### src/sv/vmt_fifo.sv
`default_nettype none

module vmt_fifo #(
  parameter int DEPTH = 4,
  parameter int W     = 8
) (
  input  logic         clk,
  input  logic         rst_n,
  input  logic         push,
  input  logic [W-1:0] wdata,
  output logic         full,
  input  logic         pop,
  output logic [W-1:0] rdata,
  output logic         empty
);

  localparam int AW = (DEPTH > 1) ? $clog2(DEPTH) : 1;
  localparam int CW = $clog2(DEPTH + 1);

  logic [W-1:0]  mem [DEPTH];
  logic [AW-1:0] wr_ptr_r, rd_ptr_r;
  logic [CW-1:0] cnt_r;
  logic          do_push, do_pop;

  assign full    = (cnt_r == CW'(DEPTH));
  assign empty   = (cnt_r == '0);
  assign do_push = push && !full;
  assign do_pop  = pop && !empty;
  assign rdata   = mem[rd_ptr_r];

  // Advance pointers and count
  always_ff @(posedge clk) begin
    if (!rst_n) begin
      wr_ptr_r <= '0;
      rd_ptr_r <= '0;
      cnt_r    <= '0;
    end else begin
      if (do_push) begin
        wr_ptr_r <= (wr_ptr_r == AW'(DEPTH - 1)) ? '0 : wr_ptr_r + 1'b1;
      end
      if (do_pop) begin
        rd_ptr_r <= (rd_ptr_r == AW'(DEPTH - 1)) ? '0 : rd_ptr_r + 1'b1;
      end
      if (do_push && !do_pop) begin
        cnt_r <= cnt_r + 1'b1;
      end else if (do_pop && !do_push) begin
        cnt_r <= cnt_r - 1'b1;
      end
    end
  end

  // Store the pushed entry
  always_ff @(posedge clk) begin
    if (do_push) begin
      mem[wr_ptr_r] <= wdata;
    end
  end

endmodule

`default_nettype wire

### config.mk
export PLATFORM = sky130hd
export DESIGN_NAME = vmt_fifo
export DESIGN_NICKNAME = d
export VERILOG_FILES = /design/src/sv/vmt_fifo.sv
export SDC_FILE = /design/constraint.sdc
export NUM_CORES = 1
export LEC_CHECK = 0
export BUFFER_PORTS_ARGS = -buffer_cell sky130_fd_sc_hd__buf_2
export CORE_MARGIN = 2
export CORE_UTILIZATION = 55
export DETAILED_ROUTE_END_ITERATION = 12
export GPL_ROUTABILITY_DRIVEN = 0
export PLACE_DENSITY = 0.89
export SLEW_MARGIN = 20
export SYNTH_ARGS = -nofsm -noshare
export SYNTH_HDL_FRONTEND = slang
export SYNTH_SLANG_ARGS = --single-unit
### constraint.sdc
create_clock -name clk -period 2.3 [get_ports clk]
set_clock_uncertainty 0.05 [all_clocks]
set_input_delay 0 -clock clk [delete_from_list [all_inputs] [get_ports clk]]
set_output_delay 0 -clock clk [all_outputs]
set_load 0.01 [all_outputs]
Word level (Yosys, flattened, before mapping)
Memory sizes are Yosys's and may differ from the RTL's. A register that Yosys moved wholly into a read port is not among the register bits.
Index checks and enable logic that the tools add are counted.
{"block": "op_classes", "n_addsub": 4, "n_reduce_logical": 10, "mux": 8, "eq_ne": 3}
{"op": "2-bit 2-to-1 mux", "n": 4}
{"op": "3-bit 2-to-1 mux", "n": 2}
{"op": "2-bit by 1-bit adder with 2-bit output, second input constant", "n": 2}
{"op": "2-bit equality test, second input constant", "n": 2}
{"op": "1-bit logical AND", "n": 4}
{"op": "1-bit logical NOT", "n": 4}
{"op": "3-bit by 1-bit adder with 3-bit output, second input constant", "n": 1}
{"op": "3-bit equality test, second input constant", "n": 1}
{"op": "3-bit logical NOT", "n": 1}
{"op": "3-bit by 1-bit subtractor with 3-bit output, second input constant", "n": 1}
{"op": "1-bit 2-to-1 mux", "n": 2}
{"op": "2-bit nonzero test", "n": 1}
{"block": "totals", "n_memories": 1, "inputBits": 12, "mem_bits_rw": 32, "elab_cells": 29, "ff_bits": 7}
{"memory": "mem", "depth": 4, "width": 8, "rd": 1, "rd_clocked_by_memory_dff": 1, "write_ports": 1, "line_no": "20", "rtl": "logic [W-1:0] mem [DEPTH];"}

Logic depth before layout (Yosys ltp)
{"block": "depth", "depth_word": 7, "ltp_mapped": 9, "depth_no_buf": 8}

Worst setup path before layout
OpenSTA, ideal clock, no wires.
{"block": "synth_timing", "path_type": "register to register", "startpoint": "register cnt_r[0]", "endpoint": "register cnt_r[2]", "slack_ns": 0.157, "path_stages_with_launch": 8, "t_arrival_ns": 2.017, "required_time_ns": 2.174, "cell_sequence": "dfxtp_1 o31ai_1 ha_1 inv_1 fa_1 xor2_1 or3_1 a21boi_0"}
{"block": "synth_via", "elab_chain_cells": 6, "word_cells_on_any_way": 15, "classes_between": "2 x add/sub; 1 x eq/ne; 2 x mux; 10 x reduce/logical"}
{"item": "start, declared", "line_no": "22", "rtl": "logic [CW-1:0] cnt_r;"}
{"item": "start signal, assigned", "line_no": "45", "rtl": "cnt_r <= cnt_r + 1'b1;"}
{"item": "start signal, assigned", "line_no": "47", "rtl": "cnt_r <= cnt_r - 1'b1;"}
{"item": "branches (longest 6 deep; another with 3-bit by 1-bit subtractor with 3-bit output)"}
Several ways; the timed one is not identified. The select of a mux whose other input is x is not followed.
A chain may end at the register's enable or synchronous reset.

Worst setup path after layout
{"block": "layout_timing", "startpoint": "register cnt_r[2]", "endpoint": "register cnt_r[2]"}
The elaborated chain is that of the path after synthesis.

==> reports/qor.tcl <==
set qor(maximum_count_of_clock_buffers_along_a_single_path) 2
set qor(wl_per_cell_um) 17.2
set qor(postLayoutCoreUtil_pct) 69.5
set qor(drt_pre_antenna_iters) 4
set qor(initial_cell_density_of_the_core_pct) 58.6
set qor(dr.first_iter.drc_count) 19
set qor(detail_route.drc_violations) 0
set qor(min_period_ns) 2.12
set qor(cts-root-buf) {sky130_fd_sc_hd__clkbuf_4}
set qor(swShare_pct) 30.0
set qor(globalRouteTotalUtil_pct) 17.5
set qor(worst-setup-path-type) {reg -> reg}
set qor(timing.setup.tns_ns) 0
set qor(synth_cell_types) 23
set qor(portBuffers) 21
set qor(io_pins) 22
set qor(switching_power_of_the_nets_w) 0.000562
set qor(hold_violations) 0
set qor(clock_power_share_pct) 17.7
set qor(clkLatencyLatePin_ns) 0.34
set qor(pwr_density_cell_nw_per_um2) 967
set qor(hp-class) {in -> reg}
set qor(setup_violations) 0
set qor(r2r_start) {cnt_r[2]}
set qor(syn-num-nets) 112
set qor(die_x_um) 58.4
set qor(worstPathArrival_ns) 2.34
set qor(global_route.overflow_total) 0
set qor(route.vias.total) 867
set qor(routed_wl_um) 2750
set qor(insertedDiodeCount) 0
set qor(crit_required_ns) 2.52
set qor(power.share.sequential_pct) 54.8
set qor(fraction_of_final_layout_cells_sized_beyond_drive_strength_1_pct) 33.3
set qor(post_synth_inst_count) 93
set qor(syn-cell-area_um2) 1630
set qor(grt_pass1_vias) 896
set qor(critPathMaxFanout) 5
set qor(crit-reg2reg-capture) {cnt_r[2]}
set qor(timing.hold.worst_path_depth) 4
set qor(fp-row-count) 19
set qor(maxCapViolCount) 0
set qor(pwr-share-comb_pct) 27.6
set qor(synthesis.area_per_instance_um2) 17.5
set qor(grt_first_pass_wirelength_um) 4130
set qor(place_hpwl_um) 1810
set qor(ys_seq_area_share_pct) 70.0
set qor(outcome) {completed}
set qor(final_antenna_net_count) 0
set qor(timing.fmax_mhz) 472
set qor(grt_start_max_net_pins) 13
set qor(layout-area-overhead-vs-synth_pct) 18.6
set qor(hold_path_end) {rd_ptr_r[1]}
set qor(nNetsFinal) 147
set qor(p_int_w) 0.00131
set qor(floorplan.die.height_um) 58.4
set qor(regToRegSetupSlack_ns) 0.18
set qor(clk_pin_slew_worst_paths_ns) 0.11
set qor(timing.reg2reg.worst_path_depth) 8
set qor(postCtsSetupRepairBufs) 0
set qor(ys.warnings.count) 0
set qor(fp.dieArea_um2) 3420
set qor(placedCellCount) 143
set qor(routed_via_density) 5.42
set qor(timing_max_transition_violations_final) 0
set qor(layout.cells.most_common) {sky130_fd_sc_hd__edfxtp_1}
set qor(power_leakage_nw) 0.710
set qor(tritoncts_clock_tree) {built}
set qor(antenna_found_initial) 0
set qor(clock_sinks) 41
set qor(setup.worst_path.start_class) {flip-flop}
set qor(cts_htree_levels) 2
set qor(fin_crit_sh_pct) 92.1
set qor(core_um2) 2780
set qor(mostFrequentLayoutCells) {32 x sky130_fd_sc_hd__edfxtp_1, 21 x sky130_fd_sc_hd__buf_2, 9 x sky130_fd_sc_hd__dlygate4sd3_1}
set qor(grt_setup_unrepaired) {false}
set qor(worst_slew_pin_tran_ns) 0.537
set qor(slew_headroom_pct) 64.2
set qor(cts-buffers-inserted) 5
set qor(finalNonFillerCells) 160
set qor(yosys_register_bits) 41
set qor(worstSetupEndpointType) {flip-flop}
set qor(worst_hold_startpoint) {pop}
set qor(max-vdd-ir-drop_mv) 0.760
[worst max-delay path: stages (launching register included)]
cell	delay (ns)
sky130_fd_sc_hd__dfxtp_1	0.39
sky130_fd_sc_hd__nor3b_2	0.19
sky130_fd_sc_hd__nor2b_2	0.14
sky130_fd_sc_hd__ha_2	0.19
sky130_fd_sc_hd__inv_1	0.06
sky130_fd_sc_hd__fa_1	0.38
sky130_fd_sc_hd__xor2_1	0.17
sky130_fd_sc_hd__or3_1	0.30
sky130_fd_sc_hd__a21boi_0	0.18
[cells by family after synthesis]
family	synth area share [%]
DFF	70.0
xor gates and xnor gates	1.07
buffers and inverters	1.76
and+or+nand+nor	6.60
adders and majority gates	5.83
muxes	12.9
AOI/OAI and AO/OA	1.84
[worst max-delay path by stage]
stage,startpoint,endpoint,slack (ns),cells after the start
floorplan,cnt_r[0],cnt_r[2],0.16,7
global placement,cnt_r[0],cnt_r[2],0.28,7
detailed placement,cnt_r[0],cnt_r[2],0.07,7
CTS,cnt_r[0],cnt_r[2],0.04,7
global route,cnt_r[2],cnt_r[2],0.03,8
finish,cnt_r[2],cnt_r[2],0.18,8
[metal layers]
metal	vias to the layer above	wire length (um)	GRT usage, %
met1	421	1140	19.6
met2	22	1470	30.2
met3	5	93	5.27
met4	0	49	8.64
li1	419	-	-
met5	-	0	0
[flip-flops by register name, indices dropped and copies added (netlist names), named ones only]
signal    cells
mem          32
cnt_r         3
rd_ptr_r      2
wr_ptr_r      2
[cell type report]
class / count / area [um2]
clock inverters: 3 / 12.5
inverters: 3 / 11.3
flip-flops and latches: 41 / 1140
multi-input cells: 45 / 479
clock buffers: 5 / 37.5
fillers: 193 / 848
repair buffers: 32 / 210
well taps: 31 / 38.8
[timing repair]
item | in CTS | in global routing
hold endpoints to repair | 41 | 0
setup endpoints to repair | 0 | 1
gates resized for setup | 0 | 6
hold buffers | 9 | 0
[cell usage after synthesis, drive strengths merged]
library cell | count | area (um2)
xnor2 | 1 | 8.76
ha | 6 | 75.1
edfxtp | 32 | 961
dfxtp | 9 | 180
nand2 | 6 | 22.5
nand3 | 2 | 10.0
xor2 | 1 | 8.76
o31ai | 1 | 7.51
buf | 3 | 13.8
clkbuf | 1 | 3.75
a21boi | 1 | 7.51
nor3 | 1 | 5.00
mux2i | 3 | 30.0
nor2 | 2 | 7.51
nor3b | 1 | 12.5
o21ai | 3 | 15.0
mux4 | 8 | 180
inv | 3 | 11.3
nor2b | 2 | 12.5
or3 | 1 | 6.26
fa | 1 | 20.0
and2 | 5 | 31.3
[through the flow]
step	hold slack (ns)	setup WS, ns	instance area [um2]	total power, W
floorplan	0.0489	0.157	1630	0.00135
global placement	0.160	0.277	1770	0.00148
detailed placement	0.174	0.0705	1770	0.00152
CTS	0.0795	0.0384	1910	0.00186
global route	0.0850	0.0253	1930	0.00198
finish	0.0634	0.182	1930	0.00187
[power by group through the flow]
stage                     clock [W]  sequential [W]  combinational [W]
after floorplan                   0        0.000971           0.000376
after global placement            0         0.00102           0.000463
after detailed placement          0         0.00103           0.000493
after CTS                  0.000341         0.00101           0.000507
after global routing       0.000369         0.00104           0.000564
final                      0.000331         0.00102           0.000515
Power figures use the tool's default switching activity.
